File: src/rtl/redundant_copy_eliminator_macros.svh
// ----------------------------------------------------------------------------
// redundant_copy_eliminator macros
// Assertion wrappers for the copy eliminator; empty in synthesis.
// ----------------------------------------------------------------------------
`ifndef REDUNDANT_COPY_ELIMINATOR_MACROS_SVH
`define REDUNDANT_COPY_ELIMINATOR_MACROS_SVH

`ifndef SYNTHESIS
`define RCE_ASSERT_SAME(lbl, ante, cons, msg) \
  lbl: assert property (@(posedge clk) disable iff (rst) (ante) |-> (cons)) \
    else $error(msg);
`define RCE_ASSERT_NEXT(lbl, ante, cons, msg) \
  lbl: assert property (@(posedge clk) disable iff (rst) (ante) |=> (cons)) \
    else $error(msg);
`else
`define RCE_ASSERT_SAME(lbl, ante, cons, msg)
`define RCE_ASSERT_NEXT(lbl, ante, cons, msg)
`endif

`endif

File: src/rtl/rce_pkg.sv
// ----------------------------------------------------------------------------
// rce_pkg
// Shared types and constants of the redundant copy eliminator.
// ----------------------------------------------------------------------------
package rce_pkg;

  localparam int DEF_TABLE_ENTRIES = 16;
  localparam int DEF_INDEX_BITS    = 16;
  localparam int DEF_TAG_BITS      = 32;

  localparam int TAG_W   = 32;
  localparam int INDEX_W = 16;
  localparam int SLOT_W  = 8;

  typedef enum logic [1:0] {
    KIND_OTHER    = 2'd0,
    KIND_ACCESSOR = 2'd1,
    KIND_READ     = 2'd2,
    KIND_WRITE    = 2'd3
  } kind_e;

  typedef struct packed {
    kind_e              kind;
    logic [TAG_W-1:0]   buffer_tag;
    logic [INDEX_W-1:0] command_index;
  } cmd_t;

  typedef struct packed {
    logic               keep_this;
    logic               cancel_valid;
    logic [INDEX_W-1:0] cancel_index;
    logic               table_overflow;
  } res_t;

  typedef struct packed {
    logic               valid;
    cmd_t               cmd;
    logic               hit;
    logic               keep;
    logic               cancel_valid;
    logic [INDEX_W-1:0] cancel_index;
    logic               free_found;
    logic [SLOT_W-1:0]  free_slot;
  } token_t;

  typedef struct packed {
    logic               en;
    logic [SLOT_W-1:0]  slot;
    logic [TAG_W-1:0]   tag;
    logic [INDEX_W-1:0] index;
    logic               is_read;
  } alloc_t;

endpackage

File: src/rtl/rce_cell.sv
// ----------------------------------------------------------------------------
// rce_cell
// One table entry; checks the passing item and hands it to the next cell.
// ----------------------------------------------------------------------------
module rce_cell #(
  parameter int SLOT     = 0,
  parameter int TAG_KEEP = rce_pkg::TAG_W,
  parameter int IDX_KEEP = rce_pkg::INDEX_W
) (
  input  logic            clk,
  input  logic            rst,
  input  logic            advance,
  input  rce_pkg::alloc_t alloc,
  input  rce_pkg::token_t tok_in,
  output rce_pkg::token_t tok_out
);

  localparam logic [rce_pkg::SLOT_W-1:0] MY_SLOT = rce_pkg::SLOT_W'(SLOT);

  logic                used;
  logic                pending;
  logic                write_seen;
  logic [TAG_KEEP-1:0] tag;
  logic [IDX_KEEP-1:0] index;
  logic                hit;
  logic                alloc_here;
  rce_pkg::token_t     tok_next;
  rce_pkg::token_t     tok;

  assign hit = tok_in.valid && used && (tok_in.cmd.kind != rce_pkg::KIND_OTHER)
               && (tag == tok_in.cmd.buffer_tag[TAG_KEEP-1:0]);
  assign alloc_here = alloc.en && (alloc.slot == MY_SLOT);

  always_comb begin
    tok_next = tok_in;
    if (hit) begin
      tok_next.hit = 1'b1;
      unique case (tok_in.cmd.kind)
        rce_pkg::KIND_READ: begin
          if (pending) begin
            tok_next.cancel_valid = 1'b1;
            tok_next.cancel_index = rce_pkg::INDEX_W'(index);
          end
        end
        rce_pkg::KIND_WRITE: begin
          tok_next.keep = !write_seen;
        end
        rce_pkg::KIND_ACCESSOR, rce_pkg::KIND_OTHER: begin
        end
      endcase
    end else if (tok_in.valid && !used && !tok_in.free_found) begin
      tok_next.free_found = 1'b1;
      tok_next.free_slot  = MY_SLOT;
    end
  end

  always_ff @(posedge clk) begin
    if (rst) begin
      used       <= 1'b0;
      pending    <= 1'b0;
      write_seen <= 1'b0;
    end else if (alloc_here) begin
      used       <= 1'b1;
      pending    <= alloc.is_read;
      write_seen <= !alloc.is_read;
    end else if (advance && hit) begin
      unique case (tok_in.cmd.kind)
        rce_pkg::KIND_ACCESSOR: begin
          used       <= 1'b0;
          pending    <= 1'b0;
          write_seen <= 1'b0;
        end
        rce_pkg::KIND_READ:  pending    <= 1'b1;
        rce_pkg::KIND_WRITE: write_seen <= 1'b1;
        rce_pkg::KIND_OTHER: begin
        end
      endcase
    end
  end

  always_ff @(posedge clk) begin
    if (alloc_here) begin
      tag <= alloc.tag[TAG_KEEP-1:0];
    end
    if (alloc_here && alloc.is_read) begin
      index <= alloc.index[IDX_KEEP-1:0];
    end else if (advance && hit && tok_in.cmd.kind == rce_pkg::KIND_READ) begin
      index <= tok_in.cmd.command_index[IDX_KEEP-1:0];
    end
  end

  always_ff @(posedge clk) begin
    if (rst) begin
      tok <= '0;
    end else if (advance) begin
      tok <= tok_next;
    end
  end

  assign tok_out = tok;

endmodule

File: src/rtl/redundant_copy_eliminator.sv
// ----------------------------------------------------------------------------
// redundant_copy_eliminator
// Drops redundant read and write copies in a stream of transfer commands.
// ----------------------------------------------------------------------------
// Usage:
//   cmd channel (cmd_valid/cmd_ready/cmd) carries one command item: kind,
//   buffer tag and sequence index. res channel (res_valid/res_ready/res)
//   returns exactly one result item per command: keep flag, cancelled
//   earlier read index and table overflow flag.
//   Each entry of the buffer table is a cell in a chain; an item walks the
//   chain one cell per cycle while the chain is not held, and a missing buffer
//   is given the lowest free cell once the item leaves the last cell.
//   One item is in flight at a time: a new command is accepted only once the
//   previous item has left the last cell of the chain.
//   A finished result waits in the output register while the next item is
//   accepted. If the receiver stalls with a result still waiting, the item
//   that reaches the chain end holds there until the register frees.
//   Reset empties the table and drops any item in flight.
// ----------------------------------------------------------------------------
`include "redundant_copy_eliminator_macros.svh"

module redundant_copy_eliminator #(
  parameter int TABLE_ENTRIES = rce_pkg::DEF_TABLE_ENTRIES,
  parameter int INDEX_BITS    = rce_pkg::DEF_INDEX_BITS,
  parameter int TAG_BITS      = rce_pkg::DEF_TAG_BITS
) (
  input  logic          clk,
  input  logic          rst,
  input  logic          cmd_valid,
  output logic          cmd_ready,
  input  rce_pkg::cmd_t cmd,
  output logic          res_valid,
  input  logic          res_ready,
  output rce_pkg::res_t res
);

  localparam int TAG_KEEP = (TAG_BITS < rce_pkg::TAG_W) ? TAG_BITS : rce_pkg::TAG_W;
  localparam int IDX_KEEP = (INDEX_BITS < rce_pkg::INDEX_W) ? INDEX_BITS : rce_pkg::INDEX_W;

  rce_pkg::token_t          tok [TABLE_ENTRIES+1];
  logic [TABLE_ENTRIES-1:0] tok_valid;
  rce_pkg::token_t          last;
  rce_pkg::alloc_t          alloc;
  rce_pkg::res_t            res_next;
  rce_pkg::res_t            res_q;
  logic                     busy;
  logic                     advance;
  logic                     fire_last;
  logic                     needs_entry;

  assign cmd_ready = !rst && !busy;

  always_comb begin
    tok[0]              = '0;
    tok[0].valid        = cmd_valid && cmd_ready;
    tok[0].cmd          = cmd;
    tok[0].keep         = 1'b1;
  end

  for (genvar i = 0; i < TABLE_ENTRIES; i++) begin : g_cell
    rce_cell #(
      .SLOT     (i),
      .TAG_KEEP (TAG_KEEP),
      .IDX_KEEP (IDX_KEEP)
    ) u_cell (
      .clk     (clk),
      .rst     (rst),
      .advance (advance),
      .alloc   (alloc),
      .tok_in  (tok[i]),
      .tok_out (tok[i+1])
    );
    assign tok_valid[i] = tok[i+1].valid;
  end

  assign last        = tok[TABLE_ENTRIES];
  assign advance     = !(last.valid && res_valid && !res_ready);
  assign fire_last   = last.valid && advance;
  assign needs_entry = (last.cmd.kind == rce_pkg::KIND_READ ||
                        last.cmd.kind == rce_pkg::KIND_WRITE) && !last.hit;

  always_comb begin
    alloc         = '0;
    alloc.en      = fire_last && needs_entry && last.free_found;
    alloc.slot    = last.free_slot;
    alloc.tag     = last.cmd.buffer_tag;
    alloc.index   = last.cmd.command_index;
    alloc.is_read = (last.cmd.kind == rce_pkg::KIND_READ);
  end

  always_comb begin
    res_next                = '0;
    res_next.keep_this      = last.keep;
    res_next.cancel_valid   = last.cancel_valid;
    res_next.cancel_index   = last.cancel_index;
    if (needs_entry) begin
      res_next.keep_this      = 1'b1;
      res_next.cancel_valid   = 1'b0;
      res_next.cancel_index   = '0;
      res_next.table_overflow = !last.free_found;
    end
  end

  always_ff @(posedge clk) begin
    if (rst) begin
      busy      <= 1'b0;
      res_valid <= 1'b0;
    end else begin
      if (cmd_valid && cmd_ready) begin
        busy <= 1'b1;
      end else if (fire_last) begin
        busy <= 1'b0;
      end
      if (fire_last) begin
        res_valid <= 1'b1;
      end else if (res_ready) begin
        res_valid <= 1'b0;
      end
    end
  end

  always_ff @(posedge clk) begin
    if (fire_last) begin
      res_q <= res_next;
    end
  end

  assign res = res_q;

  `RCE_ASSERT_SAME(a_one_in_flight, 1'b1, $onehot0(tok_valid), "more than one item in chain")
  `RCE_ASSERT_NEXT(a_result_loaded, fire_last, res_valid, "result lost at chain end")
  `RCE_ASSERT_SAME(a_ovf_kept, res_valid && res.table_overflow,
                   res.keep_this && !res.cancel_valid, "overflow item not kept")
  `RCE_ASSERT_SAME(a_busy_chain, tok_valid != '0, busy, "item in chain while idle")

endmodule

File: config.mk
export PLATFORM = sky130hd
export DESIGN_NAME = redundant_copy_eliminator
export DESIGN_NICKNAME = d
export VERILOG_FILES = /design/src/rtl/rce_pkg.sv /design/src/rtl/rce_cell.sv /design/src/rtl/redundant_copy_eliminator.sv
export VERILOG_INCLUDE_DIRS = /design/src /design/src/rtl
export SDC_FILE = /design/constraint.sdc
export NUM_CORES = 2
export LEC_CHECK = 0
export ABC_AREA = 1
export BUFFER_PORTS_ARGS = -buffer_cell sky130_fd_sc_hd__clkbuf_2
export CORE_MARGIN = 5
export CORE_UTILIZATION = 55
export DETAILED_ROUTE_END_ITERATION = 7
export MAX_ROUTING_LAYER = met4
export PLACE_DENSITY = 0.68
export SLEW_MARGIN = 15
export SYNTH_ARGS = -nofsm -noshare
export SYNTH_HDL_FRONTEND = slang
export SYNTH_SLANG_ARGS = --single-unit
File: constraint.sdc
create_clock -name clk -period 9.4 [get_ports clk]
set_input_delay 0.47 -clock clk [delete_from_list [all_inputs] [get_ports clk]]
set_output_delay 0.47 -clock clk [all_outputs]
set_load 0.01 [all_outputs]
==> flow_summary.ini <==
[power]
power_leakage_nw = 42.00
power.clock.fraction_pct = 46.6
power_mw = 17.67
pwr-share-seq_pct = 51.6
comb_power_share_pct = 1.8
p_sw_mw = 3.736
internal-power_mw = 13.93
powerDensity_mw_per_mm2 = 177.3
peakVddDrop_mv = 0.2059
swShare_pct = 21.15

[route]
dr.pass1.iters = 6
via_per_inst = 5.679
routedWlPerCell_um = 20.32
wl_um = 276300
drc_errors = 0
ant_nets = 0
first_iter_violations = 8642
num_vias = 77220

[clock_tree]
cts_max_path_buffers = 3
htree_levels = 4
cts_tree = built
cts_root_buf = clkbuf_16
cts_buffers = 205
postCtsResizedCells = 0
clk_latency_ns = 0.84
cts.sinks = 2022
clk_pin_slew_ns = 0.06

[worst_hold_path]
hold_end = g_cell[0].u_cell.tok_out[52]
min_path_type = input pin to flop
min_from = cmd[24]
min_path_cells = 3

[place]
place_congestion = 0.9463
portBuffers = 74
post-place-ws_ns = 5.031
hpwlAfterDp_um = 181200
dp.cells = 13160

[sta]
worstMarginPinSlew_ns = 1.233
slew_viol_final = 0
period_share_pct = 47.44
timing.fmax_mhz = 224.2
relSlewSlack_pct = 17.18
finalSetupViolations = 0
rsz0062_at_grt = false
setup_slack_ns = 4.940
finalClockSkew_ns = 0.02660
setup_tns_ns = 0
hold_viol = 0
hold_slack_ns = 0.05231
layout_min_cycle_time_ns = 4.460

[run]
drv_cap = 0

[setup_path]
path_max_fanout = 209
r2r-start = res_valid
critPathArrivalTime_ns = 5.21
end_kind = flop
worstSetupStartpointType = flop
critPathLaunch = res_valid
worstReg2RegEnd = g_cell[11].u_cell.tok_out[39]
rrSetupSlack_ns = 4.94
worst-setup-path-type = flop to flop
required_ns = 10.15
worstRegToRegCells = 8

[layout]
fin_cells = 13600
syn2layout_area_growth_pct = 9.246
layout-drive-gt1-share_pct = 5.814
fin_nets = 11340
final_common_cell = nand2_1
final_cell_mix = 2263 x nand2_1, 1725 x nor2_1, 1254 x o21ai_0

[global_routing]
antenna_found_initial = 11
grt_max_degree = 219
grt_pass1_vias = 71630
gr-total-overflow = 0
grt_pass1_wl_um = 419300
grt_usage_pct = 31.74

[floorplan]
die-area_sq_mm = 0.1741
die_h_um = 417.2
chipWidth_um = 417.2
initial_core_util_pct = 55.27
num_io_pins = 75
core.rowCount = 149
core_sq_mm = 0.1650

[logic_synthesis]
ys_async_sr_fraction_pct = 0
synth_seq_cells = 2022
yosys_warnings = 0
seq_area_frac_synth_pct = 53.02
avgSynthCellArea_sq_um = 7.966
synthCells = 11450
syn-num-nets = 11570
synth_area_sq_mm = 0.09120
synth_edf_count = 787
synth_cell_types = 58
synth_flop_cell = dfxtp_1

[status]
status = completed
[cells by family after synthesis]
| logic type | after synthesis | share of synthesized area, % |
|---|---|---|
| DFF | 2022 | 53.02 |
| muxes | 1 | 0.01098 |
| xor gates and xnor gates | 276 | 2.651 |
| buffers and inverters | 1795 | 7.807 |
| adders and majority gates | 64 | 0.8781 |
| AOI/OAI and AO/OA | 2233 | 12.42 |
| and+or+nand+nor | 5057 | 23.21 |
[through the flow]
step / cell area [sq um] / utilization (%)
after floorplan: 91200 / -
after global placement: 92320 / 55.96
after detailed placement: 92320 / 55.96
after CTS: 99540 / 60.33
after global routing: 99620 / 60.38
final: 99630 / 60.38
[cells in the mapped netlist, types with 39 or more instances]
master,number,area (sq um)
nor3_1,53,265.3
o21ai_1,259,1296
edfxtp_1,787,23630
buf_2,68,340.3
inv_1,1137,4268
nand2_1,2263,8494
nand4_1,171,1070
or2_2,39,244.0
nor2_1,1728,6486
xor2_1,131,1147
clkbuf_1,494,1854
dfxtp_1,1235,24720
xnor2_1,145,1270
a21oi_1,646,3233
ha_1,64,800.8
nand3_1,658,3293
o21ai_0,1264,6326
[critical path, stage by stage (launching register included)]
cell	delay, ns
dfxtp_1	0.35
nand2_1	0.09
nor2_4	0.10
buf_4	0.62
buf_4	0.73
buf_12	0.65
buf_4	0.97
o21ai_0	0.21
nor2_1	0.17
[routing by layer]
| layer | up-vias | GRT usage [%] | routed length (um) |
|---|---|---|---|
| li1 | 36780 | - | - |
| met3 | 584 | 4.550 | 22680 |
| met2 | 3183 | 50.27 | 128800 |
| met5 | - | - | 0 |
| met4 | 0 | 11.08 | 10170 |
| met1 | 36670 | 42.06 | 114600 |
[power by group through the flow]
stage | logic [mW] | registers, mW | clock network, mW
6_report | 0.313 | 9.12 | 8.24
5_1_grt | 0.346 | 9.11 | 8.70
4_1_cts | 0.307 | 9.11 | 8.31
3_5_place_dp | 0.291 | 9.31 | 0
3_3_place_gp | 0.287 | 9.30 | 0
2_1_floorplan | 0.203 | 9.29 | 0
[what timing repair did]
item	in CTS	in global routing
hold buffers	43	0
endpoints found under the hold margin	59	0
buffers inserted	0	0
endpoints found under the setup margin	0	0
[area by class of cell]
cell class                      instances  area, sq um
Timing Repair Buffer                  200         1524
Multi-Input combinational cell       7631        35780
Inverter                             1163         4393
Antenna cell                            5        12.51
Clock inverter                         72        619.3
Sequential cell                      2022        48400
Fill cell                           14580        65360
Clock buffer                          316         6170
Tap cell                             2189         2739
[sequential cells by signal, summed over array words and instances (netlist names)]
name / cells
g_cell.u_cell.tok_out: 1185
g_cell.u_cell.tag: 512
g_cell.u_cell.index: 256
res: 19
g_cell.u_cell.pending: 16
g_cell.u_cell.used: 16
g_cell.u_cell.write_seen: 16
busy: 1
res_valid: 1
[worst max path at each step]
stage	endpoint	slack, ns	depth (start not counted)
floorplan	g_cell[14].u_cell.index[0]	5.36	8
global placement	g_cell[13].u_cell.tok_out[9]	5.08	9
detailed placement	g_cell[13].u_cell.tok_out[11]	5.03	9
CTS	g_cell[13].u_cell.tok_out[21]	5.14	9
global route	g_cell[11].u_cell.tok_out[39]	4.74	8
finish	g_cell[11].u_cell.tok_out[39]	4.94	8
(Power assumes the default switching activity.)
